File: config.mk
export PLATFORM = sky130hd
export DESIGN_NAME = eet_ctrl
export DESIGN_NICKNAME = d
export VERILOG_FILES = /design/src/hdl/eet_pkg.sv /design/src/hdl/eet_ctrl.sv
export VERILOG_INCLUDE_DIRS = /design/src /design/src/hdl
export SDC_FILE = /design/constraint.sdc
export NUM_CORES = 1
export LEC_CHECK = 0
export ABC_AREA = 1
export BUFFER_PORTS_ARGS = -buffer_cell sky130_fd_sc_hd__buf_2
export CORE_MARGIN = 5
export CORE_UTILIZATION = 44
export CTS_CLUSTER_SIZE = 40
export DETAILED_ROUTE_END_ITERATION = 12
export GPL_TIMING_DRIVEN = 0
export PLACE_DENSITY = 0.77
export SYNTH_ARGS = -nofsm -noshare
export SYNTH_HDL_FRONTEND = slang
export SYNTH_SLANG_ARGS = --single-unit
File: constraint.sdc
create_clock -name clk -period 1.2 [get_ports clk]
set_input_delay 0.12 -clock clk [delete_from_list [all_inputs] [get_ports clk]]
set_output_delay 0.12 -clock clk [all_outputs]
set_load 0.02 [all_outputs]
File: src/hdl/assert_macros.svh
// assertion macros shared by the rtl files
`ifndef ASSERT_MACROS_SVH
`define ASSERT_MACROS_SVH

// same-cycle implication, disabled during reset
`define CHK_IMPL(label, pre, post, msg) \
  label: assert property (@(posedge clk) disable iff (rst) (pre) |-> (post)) \
    else $error(msg);

// next-cycle implication, disabled during reset
`define CHK_NEXT(label, pre, post, msg) \
  label: assert property (@(posedge clk) disable iff (rst) (pre) |=> (post)) \
    else $error(msg);

`endif

File: src/hdl/eet_pkg.sv
// types and constants of the expiring event table
`default_nettype none
package eet_pkg;

  localparam int unsigned IN_W  = 272;
  localparam int unsigned OUT_W = 296;
  localparam int unsigned QW    = 12;

  localparam logic [QW-1:0] PENALTY_NUM = 12'd3277;
  localparam logic [16:0]   URG_ONE     = 17'd65536;
  localparam logic [4:0]    MAX_RES     = 5'd16;
  localparam logic [31:0]   LIFE_RESET  = 32'd180;
  localparam logic [30:0]   PREC_RESET  = 31'd65536;

  // register indexes
  localparam logic REG_LIFETIME = 1'b0;
  localparam logic REG_MIN_PREC = 1'b1;

  // action codes
  localparam logic ACT_PUBLISH = 1'b0;
  localparam logic ACT_COLLECT = 1'b1;

  // input item, first field in the lowest bits
  typedef struct packed {
    logic [4:0]  pad;
    logic [4:0]  collect_limit;
    logic [47:0] expiry;
    logic [47:0] tick;
    logic [17:0] urgency;
    logic [31:0] precision;
    logic [47:0] position;
    logic [31:0] subject;
    logic [31:0] sender;
    logic [3:0]  kind;
  } in_item_t;

  // result item, first field in the lowest bits
  typedef struct packed {
    logic [3:0]  pad;
    logic [47:0] expiry_out;
    logic [47:0] issued_out;
    logic [16:0] urgency_out;
    logic [30:0] precision_out;
    logic [47:0] position_out;
    logic [31:0] subject_out;
    logic [31:0] sender_out;
    logic [3:0]  kind_out;
    logic [31:0] event_id;
  } out_item_t;

  // one stored entry
  typedef struct packed {
    logic [31:0] id;
    logic [3:0]  kind;
    logic [31:0] sender;
    logic [31:0] subject;
    logic [47:0] position;
    logic [30:0] precision;
    logic [16:0] urgency;
    logic [47:0] issued;
    logic [47:0] expiry;
  } slot_t;

  // commands from controller to datapath
  typedef struct packed {
    logic load_in;
    logic rd;
    logic idx_clr;
    logic idx_inc;
    logic div_start;
    logic best_upd;
    logic sel_cur;
    logic sel_best;
    logic wr;
    logic emit_rej;
    logic emit_pub;
    logic col_take;
    logic emit_final;
  } cmd_t;

  // status from datapath to controller
  typedef struct packed {
    logic in_collect;
    logic in_reject;
    logic in_lim_zero;
    logic free;
    logic need_div;
    logic div_busy;
    logic live;
    logic pend_valid;
    logic cnt_hit;
    logic idx_last;
    logic out_free;
  } sts_t;

endpackage
`default_nettype wire

File: src/hdl/eet_ctrl.sv
// controller state machine of the expiring event table
`default_nettype none
module eet_ctrl (
  input  wire logic          clk,
  input  wire logic          rst,
  input  wire logic          in_valid,
  output logic               in_ready,
  input  wire eet_pkg::sts_t sts,
  output eet_pkg::cmd_t      cmd
);
  import eet_pkg::*;
  `include "assert_macros.svh"

  typedef enum logic [8:0] {
    IDLE = 9'b000000001,
    REJ  = 9'b000000010,
    PRD  = 9'b000000100,
    PEV  = 9'b000001000,
    PDIV = 9'b000010000,
    PWR  = 9'b000100000,
    CRD  = 9'b001000000,
    CEV  = 9'b010000000,
    CFIN = 9'b100000000
  } state_t;

  state_t state, state_next;
  logic   accept;

  assign in_ready = (state == IDLE);
  assign accept   = in_valid && in_ready;

  // next state and commands
  always_comb begin
    state_next = state;
    cmd        = '0;
    case (state)
      IDLE: begin
        if (accept) begin
          cmd.load_in = 1'b1;
          cmd.idx_clr = 1'b1;
          if (sts.in_collect) begin
            state_next = sts.in_lim_zero ? CFIN : CRD;
          end else begin
            state_next = sts.in_reject ? REJ : PRD;
          end
        end
      end
      REJ: begin
        if (sts.out_free) begin
          cmd.emit_rej = 1'b1;
          state_next   = IDLE;
        end
      end
      PRD: begin
        cmd.rd     = 1'b1;
        state_next = PEV;
      end
      PEV: begin
        if (sts.free) begin
          cmd.sel_cur = 1'b1;
          state_next  = PWR;
        end else if (sts.need_div) begin
          cmd.div_start = 1'b1;
          state_next    = PDIV;
        end else begin
          cmd.best_upd = 1'b1;
          if (sts.idx_last) begin
            cmd.sel_best = 1'b1;
            state_next   = PWR;
          end else begin
            cmd.idx_inc = 1'b1;
            state_next  = PRD;
          end
        end
      end
      PDIV: begin
        if (!sts.div_busy) begin
          cmd.best_upd = 1'b1;
          if (sts.idx_last) begin
            cmd.sel_best = 1'b1;
            state_next   = PWR;
          end else begin
            cmd.idx_inc = 1'b1;
            state_next  = PRD;
          end
        end
      end
      PWR: begin
        if (sts.out_free) begin
          cmd.wr       = 1'b1;
          cmd.emit_pub = 1'b1;
          state_next   = IDLE;
        end
      end
      CRD: begin
        cmd.rd     = 1'b1;
        state_next = CEV;
      end
      CEV: begin
        if (sts.live) begin
          if (!sts.pend_valid || sts.out_free) begin
            cmd.col_take = 1'b1;
            if (sts.cnt_hit || sts.idx_last) begin
              state_next = CFIN;
            end else begin
              cmd.idx_inc = 1'b1;
              state_next  = CRD;
            end
          end
        end else if (sts.idx_last) begin
          state_next = CFIN;
        end else begin
          cmd.idx_inc = 1'b1;
          state_next  = CRD;
        end
      end
      CFIN: begin
        if (sts.out_free) begin
          cmd.emit_final = 1'b1;
          state_next     = IDLE;
        end
      end
      default: begin
        state_next = IDLE;
      end
    endcase
  end

  always_ff @(posedge clk) begin
    if (rst) begin
      state <= IDLE;
    end else begin
      state <= state_next;
    end
  end

  `CHK_NEXT(a_accept_leaves_idle, accept, state != IDLE, "item accepted but controller stayed idle")
endmodule
`default_nettype wire

==> Word level (Yosys, flattened, before mapping) <==
Cells that the tools add are included.
{ "word_totals": {"out_inout_bits": 14, "in_bits": 14, "word_cells": 65, "reg_bits": 9} }
{ "classes": {"n_mux": 44, "n_eq_ne": 13, "reduce_logical": 7} }
{ "ops": {"columns": ["op", "count"], "rows": [
  ["9-bit 2-to-1 mux", 9],
  ["9-bit one-hot mux with 7 select lines", 1],
  ["1-bit 2-to-1 mux", 26],
  ["6-bit 2-to-1 mux", 3],
  ["9-bit by 1-bit == test with 1-bit output, second input constant", 1],
  ["9-bit by 2-bit == test with 1-bit output, second input constant", 1],
  ["9-bit by 3-bit == test with 1-bit output, second input constant", 1],
  ["9-bit by 4-bit == test with 1-bit output, second input constant", 1],
  ["9-bit by 5-bit == test with 1-bit output, second input constant", 1],
  ["9-bit by 6-bit == test with 1-bit output, second input constant", 1],
  ["9-bit by 7-bit == test with 1-bit output, second input constant", 1],
  ["9-bit by 8-bit == test with 1-bit output, second input constant", 1],
  ["9-bit == test, second input constant", 1],
  ["3-bit 2-to-1 mux", 2],
  ["2-bit by 1-bit != test with 1-bit output, second input constant", 2],
  ["1-bit one-hot mux with 2 select lines", 2],
  ["4-bit AND reduction", 1],
  ["3-bit != test, second input constant", 1],
  ["1-bit one-hot mux with 3 select lines", 1],
  ["3-bit OR reduction", 1],
  ["1-bit logical OR", 2],
  ["2-bit != test, second input constant", 1],
  ["2-bit OR reduction", 1],
  ["1-bit logical AND", 1],
  ["1-bit zero test", 1]
]} }

==> Logic depth before layout (Yosys ltp) <==
Gate-level depths: netlist of the first run.
{ "logic_depth": {"word_depth": 5, "mapped_depth": 11, "mapped_depth_nobuf": 11} }

==> Worst setup path after synthesis of the first run <==
No wires, ideal clock.
{ "synth_path": {"path_kind": "register to output", "from": "register state[0]", "to": "output port cmd[9] (netlist bit)", "t_required_ns": 1.080, "stages_incl_launch_ff": 8, "path_buffers": 0, "t_arrival_ns": 1.461, "path_slack_ns": -0.381, "path_cell_list": "dfxtp_1 -> nor2_2 -> nand2_2 -> nor2_4 -> nand2_2 -> o21ai_1 -> nand2_1 -> o31ai_1"} }
{ "synth_rtl": {"columns": ["element", "line_no", "source"], "rows": [
  ["start: declaration", "eet_ctrl.sv:26", "state_t state, state_next;"],
  ["start signal: assignment", "eet_ctrl.sv:133", "state <= state_next;"],
  ["end: declaration", "eet_ctrl.sv:9", "output eet_pkg::cmd_t cmd"]
]} }

==> impl_metrics.csv, run 1 <==
group,metric,value,unit
drt,vias_per_cell,5.00,
setup_path,start_kind,"flip-flop",
finish,regMostFlops,"state",
sta,finalCriticalPeriod,1730,ps
sta,maxSlewViolCount,0,
pwr,ir_worst_vdd,1.03,mV
run_status,status,"finished, violations left",
place,hpwl,1720,um
pwr,power.density,1700,nW/um^2
drt,via_count,995,
drt,post_drt_wl_per_cell,13.1,um
die,start_util,46.4,%
sta,maxSlewHeadroom,77.5,%
yosys,synth_common_cells,"inv_1 (24), nor2_1 (24), nand2_1 (23), dfxtp_1 (9)",
finish,reg_top3,"state x9",
yosys,syn_avg_cell_area,6.03,um^2
place,port_buffers,27,
die,die_h,52.7,um
finish,drive_gt1_share,63.2,%
yosys,syn_inst,133,
finish,multi_input_area,698,um^2
sta,skew,8.75,ps
clocking,cts_buffer_depth,2,
clocking,cts_sinks,9,
place,dp_cells,185,
finish,syn2layout_area_growth,71.8,%
finish,seq_area,198,um^2
finish,layout.nets,189,
clocking,clock_latency,260,ps
clocking,cts_buffers,3,
global_routing,grt_pass1_vias,981,
setup_path,required,1080,ps
finish,final_area,1380,um^2
global_routing,gr-usage-all-layers,19.7,%
yosys,synth_ff_type,"dfxtp_1",
global_routing,grt_max_degree,7,
pwr,finalPower,2.35,mW
yosys,yosys-top-cells-area,"dfxtp_1 (22%), inv_1 (11%), nor2_1 (11%)",
finish,utilization,79.8,%
yosys,async_flop_share,0,%
clocking,clk_pin_slew,70,ps
setup_path,path_class,"flip-flop to output pin",
place,placed_area,1030,um^2
pwr,leakage,0.699,nW
clocking,cts_root_buf,"clkbuf_4",
yosys,synth_edf_count,0,
drt,route.detailed.drc,0,
sta,setup_slack,-526,ps
die,die_area,2780,um^2
finish,largest_reg_flops,9,
yosys,synth_top_area_share,22.5,%
die,rows,15,
finish,layoutNonFillerInstCount,199,
yosys,ys_seq_area_share,22.5,%
die,core_area,1730,um^2
sta,rsz0062_at_grt,"true",
die,chipWidth,52.7,um
sta,final-setup-viol-count,23,
drt,dr.pass1.iters,5,
clocking,holdBufCountCts,0,
drt,antenna_left,0,
place,gp_congestion,0.790,
yosys,synth_seq_cells,9,
sta,hold_viol,0,
run,cap_violations,0,
finish,diodes,0,
sta,fin_crit_sh,144,%
yosys,ys_warn_count,0,
run_status,failed_checks,"setup timing",
sta,fmax,579,MHz
global_routing,grt_pass1_wl,4040,um
drt,drt_iter0_drc,26,
hold_path,hold_class,"input pin to flip-flop",
setup_path,path_max_fanout,3,
global_routing,antenna_found_initial,0,
yosys,synth_nets,147,
yosys,synth_area,802,um^2
setup_path,critPathArrivalTime,1610,ps
sta,tightest_slew,338,ps
setup_path,end_kind,"output pin",
yosys,synth_top_cell_by_area,"dfxtp_1",
yosys,ys_types,22,
die,io_pins,28,
clocking,h-tree-depth,1,
finish,fill_cells,123,
global_routing,overflow,0,
drt,routed_wl,2610,um
clocking,cts_tree,"yes",
## final timing paths
check	from	cells past startpoint	endpoint	slack, ps
max	state[1]$_SDFFE_PP0P_	10	cmd[9]	-530
min	rst	2	state[5]$_SDFFE_PP0P_	100
max reg2reg	state[1]$_SDFFE_PP0P_	11	state[0]$_SDFFE_PP1P_	-360
min reg2reg	state[5]$_SDFFE_PP0P_	2	state[5]$_SDFFE_PP0P_	510
## kinds of logic (layout without fill, tap and decap cells)
kind of cell | after synthesis | count (layout) | share of synthesized area (%)
AOI/OAI and AO/OA | 15 | 15 | 9.67
and+or+nand+nor | 78 | 78 | 52.1
DFF | 9 | 9 | 22.5
buffers and inverters | 31 | 72 | 15.8
## worst max-delay path, stage by stage (launching register included)
cell and delay, ps:
dfxtp_2 340, nor2_4 120, nand2_1 100, nor2_4 150, nand2_4 90, inv_4 70, nand2_2 70, o21ai_4 80
nand2_2 80, o31ai_2 60, buf_4 180
## metal layers
metal | track usage (%) | vias to the layer above | share of wire (%)
met4 | 8.09 | 0 | 2.0
met2 | 40.5 | 36 | 56
met1 | 19.3 | 463 | 39
met3 | 1.71 | 9 | 3.7
met5 | 0 | - | 0
li1 | - | 487 | -
## power breakdown
part | internal, mW | leakage (nW) | total (mW) | switching [mW]
combinational | 0.707 | 0.607 | 1.69 | 0.982
sequential | 0.365 | 0.0772 | 0.424 | 0.0588
clock | 0.128 | 0.0150 | 0.236 | 0.108
## layout make-up
cell class              count  share of cell area, %
flip-flops and latches      9                   14.4
plain buffers               2                   1.09
multi-input cells          93                   50.7
inverters                  29                   8.99
clock buffers               4                   1.91
well taps                  25                   2.27
repair buffers             37                   20.7
## through the flow
| stage | setup slack [ps] | setup TNS (ps) | hold WS, ps |
|---|---|---|---|
| after global routing | -570 | -9020 | 116 |
| after CTS | -475 | -6700 | 105 |
| after detailed placement | -303 | -2990 | 372 |
| after floorplan | -150 | -942 | 189 |
| after global placement | -270 | -2420 | 371 |
| final | -526 | -7650 | 103 |
## cells in the final DEF (no fill, tap or decap), types with 4 or more instances in the layout
cell	count
inv_1	21
nand2_1	18
buf_2	15
nor2_4	12
buf_4	12
buf_6	12
nor2_1	9
nor2_2	8
nand2_2	8
nand2_4	6
dfxtp_2	5
inv_2	4
a21oi_1	4
nand3_2	4
## timing repair
action                                  4_1_cts  5_1_grt
endpoints found under the setup margin       22       23
pin swaps                                    15       13
resized for setup                            47       29
buffers inserted                              7        3
Power figures use the tool's default switching activity.
==> inputs of run 2 (changes only) <==
CELL_PAD_IN_SITES_DETAIL_PLACEMENT = 0   (was default)
CELL_PAD_IN_SITES_GLOBAL_PLACEMENT = 2   (was default)
CORE_ASPECT_RATIO = 0.5   (was default)
CORE_MARGIN = default   (was 5)
CORE_UTILIZATION = 22   (was 44)
==> run 2 against run 1 <==
  * The flow still finishes with violations (setup timing)
  * Non-clock buffer count increased by 1
  * Register-to-register slack got worse by 20 ps
  * Die area increased by 41%
  * Global-route usage decreased by 7.4 points
  * Core utilization decreased by 40 points
  * Wire length decreased by 16%
  * Sequential power about the same
  * Highest routed layer unchanged
==> impl_metrics.csv, run 2 (same netlist as run 1, synthesis figures left out) <==
group,metric,value,unit
sta,fmax,605,MHz
finish,utilization,39.9,%
drt,antenna_left,0,
sta,maxSlewViolCount,0,
run_status,failed_checks,"setup timing",
drt,drt_iter0_drc,26,
setup_path,critPathLaunch,"state[1]$_SDFFE_PP0P_",
sta,maxSlewHeadroom,80.6,%
sta,tightest_slew,288,ps
clocking,holdBufCountCts,0,
global_routing,grt_pass1_vias,769,
sta,setup_slack,-453,ps
pwr,leakage,0.709,nW
die,core_area,3450,um^2
clocking,cts_buffers,3,
drt,routed_wl,2200,um
drt,met3_length,64,um
sta,fin_crit_sh,138,%
setup_path,cpMaxStageDelayCell,"dfxtp_2",
hold_path,min_from,"rst",
clocking,cts_buffer_depth,2,
sta,final-setup-viol-count,23,
place,placed_area,1060,um^2
setup_path,path_class,"flip-flop to output pin",
sta,rsz0062_at_grt,"true",
die,io_pins,28,
setup_path,path_max_fanout,4,
clocking,clk_pin_slew,50,ps
drt,wl_met2,952,um
finish,reg_top3,"state x9",
place,gp_congestion,0.728,
clocking,clock_latency,240,ps
die,die_h,44.7,um
clocking,cts_root_buf,"clkbuf_8",
place,hpwl,1730,um
setup_path,end_kind,"output pin",
drt,post_drt_wl_per_cell,9.75,um
drt,dr.pass1.iters,4,
sta,final.setup.tns,-6750,ps
clocking,h-tree-depth,1,
clocking,cts_sinks,9,
finish,regMostFlops,"state",
setup_path,cpMostUsedCell,"nand2_2",
setup_path,required,1080,ps
global_routing,gr-usage-all-layers,12.3,%
run,cap_violations,0,
sta,finalCriticalPeriod,1650,ps
die,rows,15,
place,pre_cts_ws,-355,ps
pwr,finalPower,2.37,mW
setup_path,cp_slowest_stage_delay,330,ps
setup_path,start_kind,"flip-flop",
sta,hold_viol,0,
finish,syn2layout_area_growth,71.8,%
pwr,power.density,1720,nW/um^2
setup_path,path_cells,"nor2_4 -> nand2_2 -> nor2_4 -> nand2_4 -> inv_4 -> nand2_2 -> o21ai_4 -> nand2_2 -> o31ai_2 -> buf_4",
drt,route.detailed.drc,0,
finish,diodes,0,
global_routing,grt_pass1_wl,3510,um
global_routing,overflow,0,
finish,final_area,1380,um^2
finish,drive_gt1_share,59.4,%
drt,vias_per_cell,3.87,
pwr,ir_worst_vdd,0.420,mV
sta,finalHoldWorstSlack,129,ps
die,chipWidth,87.4,um
place,dp_cells,211,
finish,fill_cells,381,
finish,layout_common_cells,"inv_1 (20), nand2_1 (17), buf_4 (14), buf_2 (14)",
place,port_buffers,27,
global_routing,antenna_found_initial,0,
run_status,status,"finished, violations left",
finish,final_common_cell,"inv_1",
hold_path,hold_class,"input pin to flip-flop",
die,start_util,23.2,%
drt,drt-met1-wl,1140,um
finish,layout.nets,190,
drt,via_count,874,
finish,largest_reg_flops,9,
die,die_area,3910,um^2
setup_path,r2r_start,"state[1]$_SDFFE_PP0P_",
finish,layoutNonFillerInstCount,226,
sta,skew,2.05,ps
drt,dr.max_layer_used,"met4",
setup_path,critPathArrivalTime,1530,ps
global_routing,grt_max_degree,7,
clocking,cts_tree,"yes",
## run 2: cell types whose count changed in the layout (fill, tap and decap cells not counted), moves of 3 or more
| cell | change |
|---|---|
| clkbuf_8 | +3 |
| nor2_4 | -3 |
| nor2_1 | +3 |
| clkbuf_4 | -3 |
## run 2: worst max-delay path: cells and delay by family, from the launching register on
kind	cells	cell delay, ps
buffers and inverters	2	250
AND/OR/NAND/NOR	6	570
flip-flops	1	330
AO/OA/AOI/OAI	2	140
## run 2: cell type report
cell class                 count  area, um^2  area share, %
sequential                     9         193           14.0
multi-input combinational     93         644           46.8
timing repair buffer          38         292           21.2
clock buffer                   4        45.0           3.27
inverter                      29         121           8.81
tap                           51        63.8           4.63
buffer                         2        18.8           1.36
## run 2: timing repair
item / 4_1_cts / 5_1_grt
hold endpoints to repair: 0 / 0
buffers inserted: 7 / 4
resized for setup: 38 / 24
pin swaps: 11 / 12
endpoints found under the setup margin: 22 / 23
## run 2: worst paths after layout
path,to,slack (ps),depth (start not counted)
hold / removal,state[5]$_SDFFE_PP0P_,130,2
setup reg to reg,state[7]$_SDFFE_PP0P_,-380,12
setup / recovery,cmd[9],-450,10
hold reg to reg,state[5]$_SDFFE_PP0P_,510,2
## run 2: where the power goes
part	switching [mW]	internal, mW	total (mW)
clock network	0.129	0.232	0.362
logic	0.874	0.709	1.58
registers	0.0623	0.359	0.422
total	1.07	1.30	2.37
## run 2: per-layer routing
layer  global-route usage (%)  vias to the layer above
li1                         -                      490
met1                     17.0                      367
met2                     18.0                       13
met3                     2.74                        4
met4                     6.89                        0
met5                        0                        -
